File: src/hw/rtl/mkip_pkg.sv
`default_nettype none
// ----------------------------------------------------------------------------
// mkip_pkg: shared types and constants of the ML-KEM NTT inner product unit
// Coefficient widths, Barrett reduction constants, the gamma twiddle table,
// payload structs and the control struct passed to the accumulator stage.
// ----------------------------------------------------------------------------
package mkip_pkg;

    // Field widths
    localparam int COEF_W     = 12;
    localparam int PAIR_W     = 7;
    localparam int POLY_W     = 2;
    localparam int CFG_W      = 3;
    localparam int HALF_W     = 14;
    localparam int ACC_W      = 2 * HALF_W;

    // Defaults for the top-level parameters and the register reset value
    localparam int PAIR_COUNT_DEF   = 128;
    localparam int MAX_POLYS_DEF    = 4;
    localparam int POLY_COUNT_RESET = 3;

    // Modulus and two-step Barrett constants
    localparam int MOD_Q     = 3329;
    localparam int BAR_M1    = 78;
    localparam int BAR_S1    = 18;
    localparam int BAR_M2    = 5039;
    localparam int BAR_S2    = 24;
    localparam int BAR_IN_W  = 25;
    localparam int BAR_P1_W  = 32;
    localparam int BAR_T1_W  = BAR_P1_W - BAR_S1;
    localparam int BAR_X1_W  = 19;
    localparam int BAR_P2_W  = 32;
    localparam int BAR_T2_W  = BAR_P2_W - BAR_S2;
    localparam int PROD_W    = 2 * COEF_W;

    // Output queue sizing: room for every owed result, so a push never overflows
    localparam int OUT_FIFO_DEPTH = 16;
    localparam int FIFO_PTR_W     = $clog2(OUT_FIFO_DEPTH);
    localparam int FIFO_CNT_W     = FIFO_PTR_W + 1;

    // Gamma table: 17^(2*BitRev7(i)+1) mod q for every 7-bit pair index
    localparam int GAMMA_ENTRIES = 1 << PAIR_W;
    typedef logic [GAMMA_ENTRIES-1:0][COEF_W-1:0] t_gamma_tab;

    function automatic t_gamma_tab build_gamma_tab();
        t_gamma_tab  tab;
        int unsigned rev;
        int unsigned e;
        int unsigned r;
        int          idx;
        int          b;
        int unsigned i;
        for (idx = 0; idx < GAMMA_ENTRIES; idx++) begin
            rev = 0;
            for (b = 0; b < PAIR_W; b++) begin
                rev = rev | (((idx >> b) & 1) << (PAIR_W - 1 - b));
            end
            e = 2 * rev + 1;
            r = 1;
            for (i = 0; i < e; i++) begin
                r = (r * 17) % MOD_Q;
            end
            tab[idx] = COEF_W'(r);
        end
        return tab;
    endfunction

    localparam t_gamma_tab GAMMA_TAB = build_gamma_tab();

    // Input item payload
    typedef struct packed {
        logic [COEF_W-1:0] s_even;
        logic [COEF_W-1:0] s_odd;
        logic [COEF_W-1:0] u_even;
        logic [COEF_W-1:0] u_odd;
        logic [PAIR_W-1:0] pair_index;
        logic [POLY_W-1:0] poly_index;
    } t_in_item;

    // Result item payload
    typedef struct packed {
        logic [COEF_W-1:0] w_even;
        logic [COEF_W-1:0] w_odd;
        logic [PAIR_W-1:0] out_pair_index;
        logic              last_pair;
    } t_out_item;

    // Control traveling with each item down the pipeline
    typedef struct packed {
        logic              valid;
        logic              first;
        logic              emit;
        logic [PAIR_W-1:0] pair;
    } t_acc_ctl;

endpackage
`default_nettype wire

File: src/hw/rtl/mkip_out_fifo.sv
`default_nettype none
// ----------------------------------------------------------------------------
// mkip_out_fifo: result queue at the output port
// Catches every result leaving the pipeline and presents them in order on a
// valid/ready channel; space is reserved upstream, so a push never overflows.
// ----------------------------------------------------------------------------
module mkip_out_fifo (
    input  wire logic                i_clk,
    input  wire logic                i_rst_n,
    input  wire logic                i_push,
    input  wire mkip_pkg::t_out_item i_item,
    output logic                     o_valid,
    input  wire logic                i_ready,
    output mkip_pkg::t_out_item      o_item
);
    import mkip_pkg::*;

    t_out_item             r_mem [OUT_FIFO_DEPTH];
    logic [FIFO_PTR_W-1:0] r_wr_ptr;
    logic [FIFO_PTR_W-1:0] r_rd_ptr;
    logic [FIFO_CNT_W-1:0] r_count;
    logic                  pop;

    assign o_valid = (r_count != '0);
    assign pop     = o_valid && i_ready;
    assign o_item  = r_mem[r_rd_ptr];

    // Store a result
    always_ff @(posedge i_clk) begin
        if (i_push) begin
            r_mem[r_wr_ptr] <= i_item;
        end
    end

    // Advance pointers and occupancy
    always_ff @(posedge i_clk) begin
        if (!i_rst_n) begin
            r_wr_ptr <= '0;
            r_rd_ptr <= '0;
            r_count  <= '0;
        end else begin
            if (i_push) begin
                r_wr_ptr <= r_wr_ptr + 1'b1;
            end
            if (pop) begin
                r_rd_ptr <= r_rd_ptr + 1'b1;
            end
            r_count <= r_count + FIFO_CNT_W'(i_push) - FIFO_CNT_W'(pop);
        end
    end

endmodule
`default_nettype wire

File: config.mk
export PLATFORM = sky130hd
export DESIGN_NAME = mkip_out_fifo
export DESIGN_NICKNAME = d
export VERILOG_FILES = /design/src/hw/rtl/mkip_pkg.sv /design/src/hw/rtl/mkip_out_fifo.sv
export SDC_FILE = /design/constraint.sdc
export NUM_CORES = 1
export LEC_CHECK = 0
export BUFFER_PORTS_ARGS = -buffer_cell sky130_fd_sc_hd__buf_4
export CELL_PAD_IN_SITES_DETAIL_PLACEMENT = 2
export CELL_PAD_IN_SITES_GLOBAL_PLACEMENT = 2
export CORE_AREA = 2 2 188 227
export CTS_BUF_LIST = sky130_fd_sc_hd__clkbuf_16
export CTS_CLUSTER_DIAMETER = 50
export CTS_CLUSTER_SIZE = 12
export DETAILED_ROUTE_END_ITERATION = 6
export DIE_AREA = 0 0 190 229
export PLACE_DENSITY_LB_ADDON = 0.3
export SETUP_SLACK_MARGIN = 0.05
export SYNTH_ARGS = -nofsm -noshare
export SYNTH_HDL_FRONTEND = slang
export SYNTH_SLANG_ARGS = --single-unit
File: constraint.sdc
create_clock -name i_clk -period 4.1 [get_ports i_clk]
set_clock_uncertainty 0.15 [all_clocks]
set_input_delay 0.205 -clock i_clk [delete_from_list [all_inputs] [get_ports i_clk]]
set_output_delay 0.205 -clock i_clk [all_outputs]
set_load 0.05 [all_outputs]
Word-level counts from Yosys, hierarchy flattened
Memories as Yosys holds them, arrays and structs flattened. A register that Yosys moved wholly into a read port is not among the register bits.
Cells that the tools add are included.
Widths: inputs -> output; s select.
Storage, ports and cells
  memories: 1
  bits in writable memories: 512
  input port bits: 36
  output and inout port bits: 33
  flip-flop bits (word level): 13
Memory list
  r_mem: depth 16, width 32, rd ports 1, clocked after memory_dff 1, wr ports 1, line mkip_out_fifo.sv:18  | t_out_item r_mem [OUT_FIFO_DEPTH];
Cells by class
  add/sub/neg operators: 4
  muxes and demuxes: 4
  reductions and logical operators: 2
Operators by type and width (count)
  $add 4x1->4 const B: 2
  $mux 4: 2
  $add 5x1->5: 1
  $reduce_bool 5->1: 1
  $sub 5x1->5: 1
  $mux 1: 2
  $logic_and 1x1->1: 1

Longest topological paths before layout
  depth after elaboration: 4
  mapped depth: 14
  gate-level depth less buffers: 13

Worst setup path before layout
Ideal clock, no wire load.
  kind: register -> register
  start point: register r_count[3]
  end point: register r_count[4]
  library setup time: 0.116 ns
  data required time: 3.834 ns
  arrival: 3.104 ns
  buffers on the path: 1
  stages on the path, launching flop included: 15
  slack: 0.730 ns
  cell sequence: dfxtp_1 > inv_1 > ha_1 > or4b_1 > clkbuf_1 > nand2_1 > inv_1 > ha_1 > inv_1 > ha_1 > fa_1 > a21oi_1 > nor2_1 > or3_1 > and3_1
On the way
  longest elaborated chain between the ends: 3
  elaborated cells on any way between the ends: 4
  classes of those cells: 2 x add/sub; 2 x reduce/logical
RTL lines
  from (decl): line mkip_out_fifo.sv:21  | logic [FIFO_CNT_W-1:0] r_count;
  from (signal assigned): line mkip_out_fifo.sv:48  | r_count <= r_count + FIFO_CNT_W'(i_push) - FIFO_CNT_W'(pop);
  $reduce_bool 5->1: line mkip_out_fifo.sv:24  | assign o_valid = (r_count != '0);
  via o_valid: line mkip_out_fifo.sv:12  | output logic o_valid,
  $logic_and 1x1->1: line mkip_out_fifo.sv:25  | assign pop = o_valid && i_ready;
  $sub 5x1->5: line mkip_out_fifo.sv:48
The timed path passes the listed nets, and every way through them passes these cells.
A chain may end at the register's enable or synchronous reset.

==> summary.md <==
| Metric | Value |
|---|---|
| CP arrival | 3040 ps |
| Average size of a mapped cell | 22.6 µm² |
| Via count | 9794 |
| Diode count | 0 |
| Die height | 229 µm |
| Final hold vios | 0 |
| Ys flop type | edfxtp_1 |
| Ports | 69 |
| Clock latency on the worst-skew pair | 600 ps |
| HP Class | primary input to register |
| Residual DRC count | 0 |
| CP max-delay cell | dfxtp_4 |
| WP buf/inv | 2 |
| Root buffer cell | clkbuf_16 |
| F_max | 294 MHz |
| I/O Buffers | 68 |
| Mapped Cells | 884 |
| Distinct cell type count after synthesis | 29 |
| Share of cells above drive strength 1 | 29.5% |
| Routed WL per cell | 34.7 µm |
| Worst-Margin Slew | 1130 ps |
| Detailed placement HPWL | 30900 µm |
| Total negative slack | 0 ps |
| Fillers | 3359 |
| Crit Path Category | register to primary output |
| Critical Path RT | 3740 ps |
| Final Setup Violations | 0 |
| Clock slew at reported path FFs | 60 ps |
| Synth warnings | 0 |
| CP peak stage delay | 740 ps |
| Final min period | 3400 ps |
| Unrepaired setup endpoints after global routing | false |
| Flops & latches, synth | 529 |
| Power Density | 574 nW/µm² |
| Rel. slew slack | 24.9% |
| Syn Std Cell Area | 20000 µm² |
| Commonest non-fill, non-tap cells in the layout | edfxtp_1 (512), mux4_2 (128), buf_4 (93), a22oi_1 (64), clkbuf_16 (55) |
| PostCTS Resize Cnt | 0 |
| Fin util | 56.1% |
| DRT antenna net count | 0 |
| Gr busiest metal | met2 |
| Area Overhead vs Synth | 16.0% |
| Die ar. | 43500 µm² |
| CTS tree | built |
| Tot GR Track Use | 26.5% |
| Global-route wire length before repair | 80300 µm |
| Hold slack | 303 ps |
| Met3 GRT Util | 3.37% |
| Met1 usage in global routing | 35.8% |
| VDD IR max | 0.000361 V |
| Fin cells | 1597 |
| Top cell type by total area after synthesis | edfxtp_1 |
| CTS sink count | 529 |
| First drt pass iteration count | 5 |
| Final GP Congestion | 0.683 |
| Status | completed |
| H-tree levels | 2 |
| Async SR Flop Fraction | 0% |
| Most common cell after layout, fill and taps aside | edfxtp_1 |
| CP Cell Sequence | buf_12 -> mux4_2 -> a22oi_1 -> nand2_1 -> buf_4 |
| CP delay by family, top | flip-flops |
| Crit path max fanout | 42 |
| Slew Viols, Final | 0 |
| # Max-Cap Violations | 0 |
| Layout net count | 1074 |
| WL final | 55500 µm |
| Inst Count DP | 1481 |
| Area share of the largest cell type after synthesis | 76.8% |
| Core region area | 41300 µm² |
| Initial antenna violation count | 2 |
| TritonCTS Buffers | 53 |
| Vias in the first global route | 11000 |
| Grt ovf | 0 |
| Final period utilization | 82.8% |
| Seq/Total Area, Yosys | 78.5% |
| Area of the multi-input gates | 4100 µm² |
| Clock Path Buffers | 3 |
| Cell Rows | 82 |
| Startpoint types | register |
| Largest net degree at the start of global routing | 45 |
| Starting DRC count in detailed routing | 862 |
| Synth Net Count | 932 |
| Leak | 7.43 nW |
| Grt met2 use | 45.0% |
| Sequential cell area | 15700 µm² |
| Via/cell ratio | 6.13 |
| CP Capture Type | primary output |
| Tot Pwr | 13.3 mW |
| Initial Util | 48.4% |
| Leading post-synthesis cells by cell area | edfxtp_1 (77%), mux4_2 (14%), a22oi_1 (2.4%) |
| Die W | 190 µm |
| Number of synthesized flops with an enable pin | 512 |
metal layers:
layer | vias up | routed length, µm
met2 | 338 | 28700
met4 | 0 | 1510
met3 | 87 | 2260
met1 | 5378 | 23000
li1 | 3991 | -
met5 | - | 0
power by group:
part / switching, mW / internal (mW) / total (mW)
registers: 0.158 / 6.03 / 6.19
logic: 1.43 / 1.19 / 2.62
clock network: 2.01 / 2.51 / 4.52
total: 3.59 / 9.73 / 13.3
cell type report:
cell class | count | share of cell area, %
flip-flops and latches | 529 | 67.7
multi-input cells | 300 | 17.6
clock buffers | 55 | 5.93
repair buffers | 133 | 4.90
well taps | 546 | 2.94
clock inverters | 25 | 0.706
inverters | 9 | 0.146
sequential cells by signal (all words and copies together) (netlist names), named ones only:
name      cells
r_mem       512
r_count       5
r_rd_ptr      4
r_wr_ptr      4
repair_timing:
action	CTS	global route
buffers inserted	0	0
hold buffers	36	0
endpoints found under the setup margin	0	0
hold endpoints to repair	529	0
worst paths after layout:
check                                 start          end  slack [ps]  cells past startpoint
worst max-delay path               register    o_item[1]         700                      5
worst min-delay path              i_item[0]  r_mem[4][0]         300                      2
worst max register to register   r_count[2]   r_count[4]         860                     13
worst min register to register  r_rd_ptr[1]     register         390                      2
synth_stat cells, drive strengths merged, types with 2 or more instances:
cell type and number:
edfxtp 512, and3 3, nor2 3, a21oi 2
nor2b 3, a22oi 64, nand2 36, mux4 128
inv 9, xnor2 6, clkbuf 20, buf 26
ha 11, dfxtp 17, xor2 3, and2 28
nand3 3
per-stage QoR:
stage	setup slack [ps]	cell area, µm²
floorplan	730	20000
global placement	925	21300
detailed placement	873	21300
CTS	627	23200
global route	517	23200
finish	704	23200
worst reg2reg max path, stage by stage, from the launching register on:
cell	delay, ps
dfxtp_1	320
inv_1	80
ha_1	140
or4b_1	530
nand2_1	170
inv_1	60
ha_1	260
inv_1	40
ha_1	200
fa_1	440
a21oi_1	180
nor2_1	60
or3_1	340
and3_1	180
cells by family after synthesis:
family	share of synthesized area (%)
DFF	78.5
buffers and inverters	1.24
xor gates and xnor gates	0.394
adders and majority gates	0.788
AOI/OAI and AO/OA	2.55
muxes	14.5
and+or+nand+nor	2.06
No activity file was read; power rests on OpenSTA's default activity.
