==> src/hw/rtl/mkip_pkg.sv <==
`default_nettype none
// ----------------------------------------------------------------------------
// mkip_pkg: shared types and constants of the ML-KEM NTT inner product unit
// Coefficient widths, Barrett reduction constants, the gamma twiddle table,
// payload structs and the control struct passed to the accumulator stage.
// ----------------------------------------------------------------------------
package mkip_pkg;

    // Field widths
    localparam int COEF_W     = 12;
    localparam int PAIR_W     = 7;
    localparam int POLY_W     = 2;
    localparam int CFG_W      = 3;
    localparam int HALF_W     = 14;
    localparam int ACC_W      = 2 * HALF_W;

    // Defaults for the top-level parameters and the register reset value
    localparam int PAIR_COUNT_DEF   = 128;
    localparam int MAX_POLYS_DEF    = 4;
    localparam int POLY_COUNT_RESET = 3;

    // Modulus and two-step Barrett constants
    localparam int MOD_Q     = 3329;
    localparam int BAR_M1    = 78;
    localparam int BAR_S1    = 18;
    localparam int BAR_M2    = 5039;
    localparam int BAR_S2    = 24;
    localparam int BAR_IN_W  = 25;
    localparam int BAR_P1_W  = 32;
    localparam int BAR_T1_W  = BAR_P1_W - BAR_S1;
    localparam int BAR_X1_W  = 19;
    localparam int BAR_P2_W  = 32;
    localparam int BAR_T2_W  = BAR_P2_W - BAR_S2;
    localparam int PROD_W    = 2 * COEF_W;

    // Output queue sizing: room for every owed result, so a push never overflows
    localparam int OUT_FIFO_DEPTH = 16;
    localparam int FIFO_PTR_W     = $clog2(OUT_FIFO_DEPTH);
    localparam int FIFO_CNT_W     = FIFO_PTR_W + 1;

    // Gamma table: 17^(2*BitRev7(i)+1) mod q for every 7-bit pair index
    localparam int GAMMA_ENTRIES = 1 << PAIR_W;
    typedef logic [GAMMA_ENTRIES-1:0][COEF_W-1:0] t_gamma_tab;

    function automatic t_gamma_tab build_gamma_tab();
        t_gamma_tab  tab;
        int unsigned rev;
        int unsigned e;
        int unsigned r;
        int          idx;
        int          b;
        int unsigned i;
        for (idx = 0; idx < GAMMA_ENTRIES; idx++) begin
            rev = 0;
            for (b = 0; b < PAIR_W; b++) begin
                rev = rev | (((idx >> b) & 1) << (PAIR_W - 1 - b));
            end
            e = 2 * rev + 1;
            r = 1;
            for (i = 0; i < e; i++) begin
                r = (r * 17) % MOD_Q;
            end
            tab[idx] = COEF_W'(r);
        end
        return tab;
    endfunction

    localparam t_gamma_tab GAMMA_TAB = build_gamma_tab();

    // Input item payload
    typedef struct packed {
        logic [COEF_W-1:0] s_even;
        logic [COEF_W-1:0] s_odd;
        logic [COEF_W-1:0] u_even;
        logic [COEF_W-1:0] u_odd;
        logic [PAIR_W-1:0] pair_index;
        logic [POLY_W-1:0] poly_index;
    } t_in_item;

    // Result item payload
    typedef struct packed {
        logic [COEF_W-1:0] w_even;
        logic [COEF_W-1:0] w_odd;
        logic [PAIR_W-1:0] out_pair_index;
        logic              last_pair;
    } t_out_item;

    // Control traveling with each item down the pipeline
    typedef struct packed {
        logic              valid;
        logic              first;
        logic              emit;
        logic [PAIR_W-1:0] pair;
    } t_acc_ctl;

endpackage
`default_nettype wire

==> src/hw/rtl/mkip_barrett.sv <==
`default_nettype none
// ----------------------------------------------------------------------------
// mkip_barrett: four-stage Barrett reduction modulo q
// Reduces a 25-bit value with two reciprocal steps and one final conditional
// subtract; one constant multiply per stage.
// ----------------------------------------------------------------------------
module mkip_barrett (
    input  wire logic                          i_clk,
    input  wire logic [mkip_pkg::BAR_IN_W-1:0] i_v,
    output logic      [mkip_pkg::COEF_W-1:0]   o_r
);
    import mkip_pkg::*;

    logic [BAR_P1_W-1:0]  prod1;
    logic [BAR_IN_W-1:0]  t1q;
    logic [BAR_IN_W-1:0]  x1_full;
    logic [BAR_P2_W-1:0]  prod2;
    logic [BAR_X1_W:0]    t2q_full;
    logic [BAR_X1_W-1:0]  x2;
    logic [BAR_X1_W-1:0]  x3;

    logic [BAR_IN_W-1:0]  r_st1_v;
    logic [BAR_T1_W-1:0]  r_st1_t1;
    logic [BAR_X1_W-1:0]  r_st2_x1;
    logic [BAR_X1_W-1:0]  r_st3_x1;
    logic [BAR_T2_W-1:0]  r_st3_t2;
    logic [COEF_W-1:0]    r_res;

    // Stage 1: first quotient estimate
    assign prod1 = BAR_P1_W'(i_v) * BAR_P1_W'(BAR_M1);

    // Stage 2: first remainder, below about a hundred times q
    assign t1q     = BAR_IN_W'(r_st1_t1) * BAR_IN_W'(MOD_Q);
    assign x1_full = r_st1_v - t1q;

    // Stage 3: second quotient estimate
    assign prod2 = BAR_P2_W'(r_st2_x1) * BAR_P2_W'(BAR_M2);

    // Stage 4: second remainder, below 2q, then one conditional subtract
    assign t2q_full = (BAR_X1_W + 1)'(r_st3_t2) * (BAR_X1_W + 1)'(MOD_Q);
    assign x2       = r_st3_x1 - t2q_full[BAR_X1_W-1:0];
    assign x3       = (x2 >= BAR_X1_W'(MOD_Q)) ? (x2 - BAR_X1_W'(MOD_Q)) : x2;

    always_ff @(posedge i_clk) begin
        r_st1_v  <= i_v;
        r_st1_t1 <= prod1[BAR_P1_W-1:BAR_S1];
        r_st2_x1 <= x1_full[BAR_X1_W-1:0];
        r_st3_x1 <= r_st2_x1;
        r_st3_t2 <= prod2[BAR_P2_W-1:BAR_S2];
        r_res    <= x3[COEF_W-1:0];
    end

    assign o_r = r_res;

endmodule
`default_nettype wire

==> config.mk <==
export PLATFORM = sky130hd
export DESIGN_NAME = mkip_barrett
export DESIGN_NICKNAME = d
export VERILOG_FILES = /design/src/hw/rtl/mkip_pkg.sv /design/src/hw/rtl/mkip_barrett.sv
export SDC_FILE = /design/constraint.sdc
export NUM_CORES = 1
export LEC_CHECK = 0
export ABC_AREA = 1
export BUFFER_PORTS_ARGS = -buffer_cell sky130_fd_sc_hd__buf_2
export CORE_MARGIN = 5
export CORE_UTILIZATION = 45
export DETAILED_ROUTE_END_ITERATION = 8
export PLACE_DENSITY = 0.62
export SETUP_SLACK_MARGIN = 0.1
export SYNTH_ARGS = -nofsm -noshare
export SYNTH_HDL_FRONTEND = slang
export SYNTH_SLANG_ARGS = --single-unit
==> constraint.sdc <==
create_clock -name i_clk -period 6.85 [get_ports i_clk]
set_input_delay 0 -clock i_clk [delete_from_list [all_inputs] [get_ports i_clk]]
set_output_delay 0 -clock i_clk [all_outputs]
set_load 0.03 [all_outputs]
==> Word level (Yosys, flattened, before mapping) <==
Cells that the tools add are included.
{ "totals": {"ff_bits": 91, "output_inout_bits": 12, "wordCells": 15} }
{ "classes": {"add_sub_neg": 3, "n_mul": 4, "magnitude_cmp": 1, "mux": 1} }
{ "ops": {"columns": ["operator", "n"], "rows": [
  ["$sub 19x19->19", 2],
  ["$mul 19x13->32 const B", 1],
  ["$mul 25x6->31 const B", 1],
  ["$ge 19x12->1 const B", 1],
  ["$mul 14x12->19 const B", 1],
  ["$mul 8x12->19 const B", 1],
  ["$mux 12", 1],
  ["$sub 12x12->12 const B", 1]
]} }

==> Logic depth before layout (Yosys ltp) <==
{ "logic_depth": {"word_depth": 4, "mapped_depth": 26} }

==> Worst setup path after synthesis <==
No wires, ideal clock.
{ "synth_path": {"kind": "reg2reg", "startpoint": "reg r_st2_x1[14]", "endpoint": "reg r_st3_t2[3]", "setup_time_ps": 72, "t_arrival_ps": 4339, "t_required_ps": 6778, "setup_slack_ps": 2439, "stages_incl_launch_ff": 18, "n_path_buf": 0, "period_less_slack_ps": 4411, "path_cell_list": "dfxtp_1 -> inv_1 -> fa_1 -> inv_1 -> ha_1 -> fa_1 -> inv_1 -> fa_1 -> inv_1 -> fa_1 -> ha_1 -> nand2_1 -> nor2_1 -> inv_1 -> nor4_1 -> nand4_1 -> nand4_1 -> xor2_1"} }
{ "synth_between": {"elab_chain_cells": 1} }
{ "synth_lines": {"columns": ["element", "line_no", "source"], "rows": [
  ["start: declaration", "mkip_barrett.sv:24", "logic [BAR_X1_W-1:0] r_st2_x1;"],
  ["start signal: assignment", "mkip_barrett.sv:47", "r_st2_x1 <= x1_full[BAR_X1_W-1:0];"],
  ["$mul 19x13->32", "mkip_barrett.sv:37", "assign prod2 = BAR_P2_W'(r_st2_x1) * BAR_P2_W'(BAR_M2);"],
  ["net prod2[27]", "mkip_barrett.sv:17", "logic [BAR_P2_W-1:0] prod2;"],
  ["end signal: assignment", "mkip_barrett.sv:49", "r_st3_t2 <= prod2[BAR_P2_W-1:BAR_S2];"],
  ["end: declaration", "mkip_barrett.sv:26", "logic [BAR_T2_W-1:0] r_st3_t2;"]
]} }
The timed path passes the listed nets, and every way through them passes these cells.

==> Final worst setup path <==
Same ends and word-level chain as after synthesis.

==> impl.org <==
** Synth
- For this run, the leading register cell type out of synthesis is dfxtp_1.
- Adder-cell area share of the yosys netlist :: 50.48%
- Most area-consuming cells after synthesis :: fa_1, ha_1, dfxtp_1, inv_1, nand2_1
- Summing the areas of all and, or, nand and nor instances in the mapped netlist gives 14.18% of the synthesized area.
- Cell type with the largest total area after synthesis :: fa_1
- inv_1 is the most common cell in the netlist.
- Counting flops with a built-in enable in the synthesized netlist gives 0.
- Of the post-synthesis cell area, the dominant cell type holds 25.31%.
- Parity-gate share of the synthesized area counting xor and xnor cells :: 3.569%
- The average instance in the mapped netlist occupies 8.246 sq um.
- Sequential fraction of the synthesis area :: 13.09%
- Synth Net Count :: 2170
- Yosys Warn Count :: 0
- Counting instances in the post-synthesis netlist gives the leading cell types as inv_1, ha_1, nand2_1.
- By area, the combinational part of the netlist is dominated by adder cells.
- Proportion of register bits with asynchronous set or reset after synthesis :: 0%
- After synthesis the netlist holds a flip-flop and latch count of 91.
- Library cells used by synthesis :: 37
- The portion of synthesized area spent on multiplexers is 0%.
- Summing the areas of all compound-gate instances in the mapped netlist gives 6.697% of the synthesized area.
- Post-synthesis cell count :: 1688
- After synthesis the cells add up to 13920 sq um.

** Min path
- Depth of the worst hold-timing path :: 4
- Worst Hold End :: r_st1_t1[11]
- The tightest min-delay check is of the input port to flip-flop type.
- The worst hold path begins at i_v[23].

** CTS
- Clock latency on the worst-skew pair, taken at its later pin, is 0.35 ns.
- Buffers added to address setup during post-CTS repair amount to 0.
- Depth of the CTS H-tree :: 3
- Clock tree synthesis found a total of 91 sinks.
- After clock tree synthesis, the clock-pin slew on the worst setup and hold paths is 0.07 ns.
- TritonCTS built the clock tree.
- Clock buffer count from CTS :: 9
- In this run the clock root is driven by a clkbuf_16.
- No sink is reached through more buffers than the 2 on the longest clock path.
- Post-CTS sizing :: 0

** Drt
- Avg WL per Cell :: 13.99 um
- Drt initial violations :: 392
- After detailed routing, the number of remaining DRC violations is 0.
- Routed Wire Length :: 30150 um
- The detail route stage leaves a number of antenna-violating nets equal to 0.
- Pre-Repair DR Iteration Count :: 5
- Dividing the detail-routed via count by the number of cells gives 4.865.
- Summing over every cut layer, the via total after detailed routing is 10480.

** Floorplan
- Effective utilization at floorplan :: 45.50%
- In this run the horizontal extent of the chip is 185.9 um.
- The core region is 30590 sq um.
- After floorplanning, the core was divided into 64 placement rows.
- 38 I/O pins were placed.
- Die area :: 34550 sq um
- The die is 185.9 um tall.

** STA
- Highest clock rate :: 0.2076 GHz
- Final period util :: 70.32%
- Setup TNS :: 0 ns
- Worst Setup Slack, final :: 2.033 ns
- Hold is met by 0.1758 ns.
- For the pin with the worst max-slew slack, the measured transition is 0.5392 ns.
- The number of failing hold endpoints at the final stage is 0.
- Headroom to the max-slew limit came out at 63.59%.
- Setup Viol. Count Final :: 0
- Layout Skew :: 0.007142 ns
- Fin crit period :: 4.817 ns
- Final max-slew violation count :: 0
- RSZ-0062 raised after global routing :: no

** Critical path
- The worst setup path is captured at a flip-flop.
- Startpoint types :: flip-flop
- Kind of cell adding the most delay to the critical path :: adder cells
- The critical path in this run is classified as flip-flop to flip-flop.
- Worst path required time :: 7.14 ns
- Worst-case register-to-register setup slack :: 2.03 ns
- In this run the worst path has a maximum fanout of 7.
- Worst-case reg-to-reg path depth :: 17
- The critical path goes through inv_1, fa_1, inv_1, ha_1, fa_1, inv_1, fa_1, inv_1, fa_1, ha_1, nand2_1, nor2_1, inv_1, nor4_1, nand4_1, nand4_1, xor2_1.
- Total number of cells along the worst setup path :: 17
- Endpoint of the worst register-to-register path :: r_st3_t2[3]
- The largest individual stage delay along the critical path comes from the cell fa_1.
- Startpoint of the worst register-to-register path :: r_st2_x1[14]
- Most frequent cell on the critical path :: inv_1
- For the worst setup path, the data arrival time is 5.11 ns.
- Max stage delay on crit path :: 0.60 ns
- Buf+Inv Stages, Crit Path :: 5

** Place
- Port buffering added 37 buffers.
- After detailed placement, the total cell area comes to 14580 sq um.
- Gpl congestion :: 0.9436
- DP Wirelength :: 27020 um
- Worst-case setup slack after placement :: 2.039 ns

** Job
- Number of violations of the max-capacitance limit :: 0

** Global routing
- Vias in the first global route :: 11120
- Global routing finished with a remaining overflow of 0.
- Maximum number of pins on one net before global-route repair :: 18
- Number of antenna violations at the first check in global routing :: 0
- The first global-routing pass estimated 53050 um of wire.
- GR Util All Layers :: 18.97%

** Final layout
- Final net count :: 2235
- Proportion of layout cells with a drive suffix above 1 :: 4.152%
- Count of inserted antenna diode cells :: 0
- Summing all non-filler instances in the final layout gives an area of 15090 sq um.
- From synthesis to final layout, the design area changed by 8.395%.

** Status
- The flow ran to the end, and the final reports show no timing, DRC or antenna violations.
## sequential cells by signal, summed over array words and instances, names as in the netlist
name and flops:
r_st2_x1 19, r_st3_x1 19, r_st1_t1 14, o_r 12, r_st1_v 19, r_st3_t2 8
## metrics by stage
step,util (%),std cells
2_1_floorplan,-,1688
3_3_place_gp,47.65,2118
3_5_place_dp,47.65,2118
4_1_cts,49.33,2154
5_1_grt,49.33,2154
6_report,49.33,2154
## worst max-delay path by stage
stage               slack [ns]          from           to
CTS                       2.03  r_st2_x1[14]  r_st3_t2[3]
global placement          2.19  r_st2_x1[14]  r_st3_t2[3]
detailed placement        2.04  r_st2_x1[14]  r_st3_t2[3]
floorplan                 2.44  r_st2_x1[14]  r_st3_t2[3]
finish                    2.03  r_st2_x1[14]  r_st3_t2[3]
global route              1.77  r_st2_x1[14]  r_st3_t2[3]
## routing by layer
metal	GRT usage [%]	routed length, um
met5	0	0
met4	5.683	877
met3	2.482	894
met2	34.80	15310
met1	23.14	13070
## worst reg2reg max path, stage by stage (launching register included)
cell     delay (ns)
dfxtp_1        0.55
inv_1          0.12
fa_1           0.60
inv_1          0.06
ha_1           0.30
fa_1           0.54
inv_1          0.05
fa_1           0.52
inv_1          0.05
fa_1           0.42
ha_1           0.37
nand2_1        0.11
nor2_1         0.23
inv_1          0.07
nor4_1         0.37
nand4_1        0.15
nand4_1        0.11
xor2_1         0.14
## layout make-up
class | instances | area [sq um]
fill | 2981 | 15500
inverter | 438 | 1644
tap | 396 | 495.5
clock inverter | 7 | 86.33
timing repair buffer | 57 | 385.4
multi-input combinational | 1156 | 10430
sequential | 91 | 1822
clock buffer | 9 | 225.2
## cell families after synthesis
group,after synthesis
and+or+nand+nor,476
adders and majority gates,456
buffers and inverters,441
AOI/OAI and AO/OA,169
DFF,91
xor gates and xnor gates,55
## cell usage in the layout, fill, tap and decap left out, drive strengths merged
| master | count |
|---|---|
| clkinvlp | 3 |
| nor4 | 1 |
| bufinv | 1 |
| nor3 | 19 |
| buf | 37 |
| clkinv | 1 |
| dlygate4sd3 | 20 |
| o31ai | 2 |
| and2 | 1 |
| o21bai | 4 |
| a21oi | 93 |
| xnor2 | 20 |
| a31oi | 1 |
| fa | 176 |
| xor2 | 35 |
| o311ai | 2 |
| a211oi | 3 |
| ha | 280 |
| nor2 | 102 |
| o211a | 1 |
| clkbuf | 9 |
| o211ai | 2 |
| o21a | 5 |
| a21o | 10 |
| nand2 | 273 |
| o21ai | 45 |
| inv | 440 |
| a31o | 1 |
| dfxtp | 91 |
| nand4 | 13 |
| nand3 | 67 |
## timing repair
item                       in CTS  in global routing
hold buffers                   20                  0
hold endpoints to repair       21                  0
setup endpoints to repair       0                  0
Power is not shown: default switching activity piles up to over one toggle a cycle in this logic, so the estimate is an artifact.
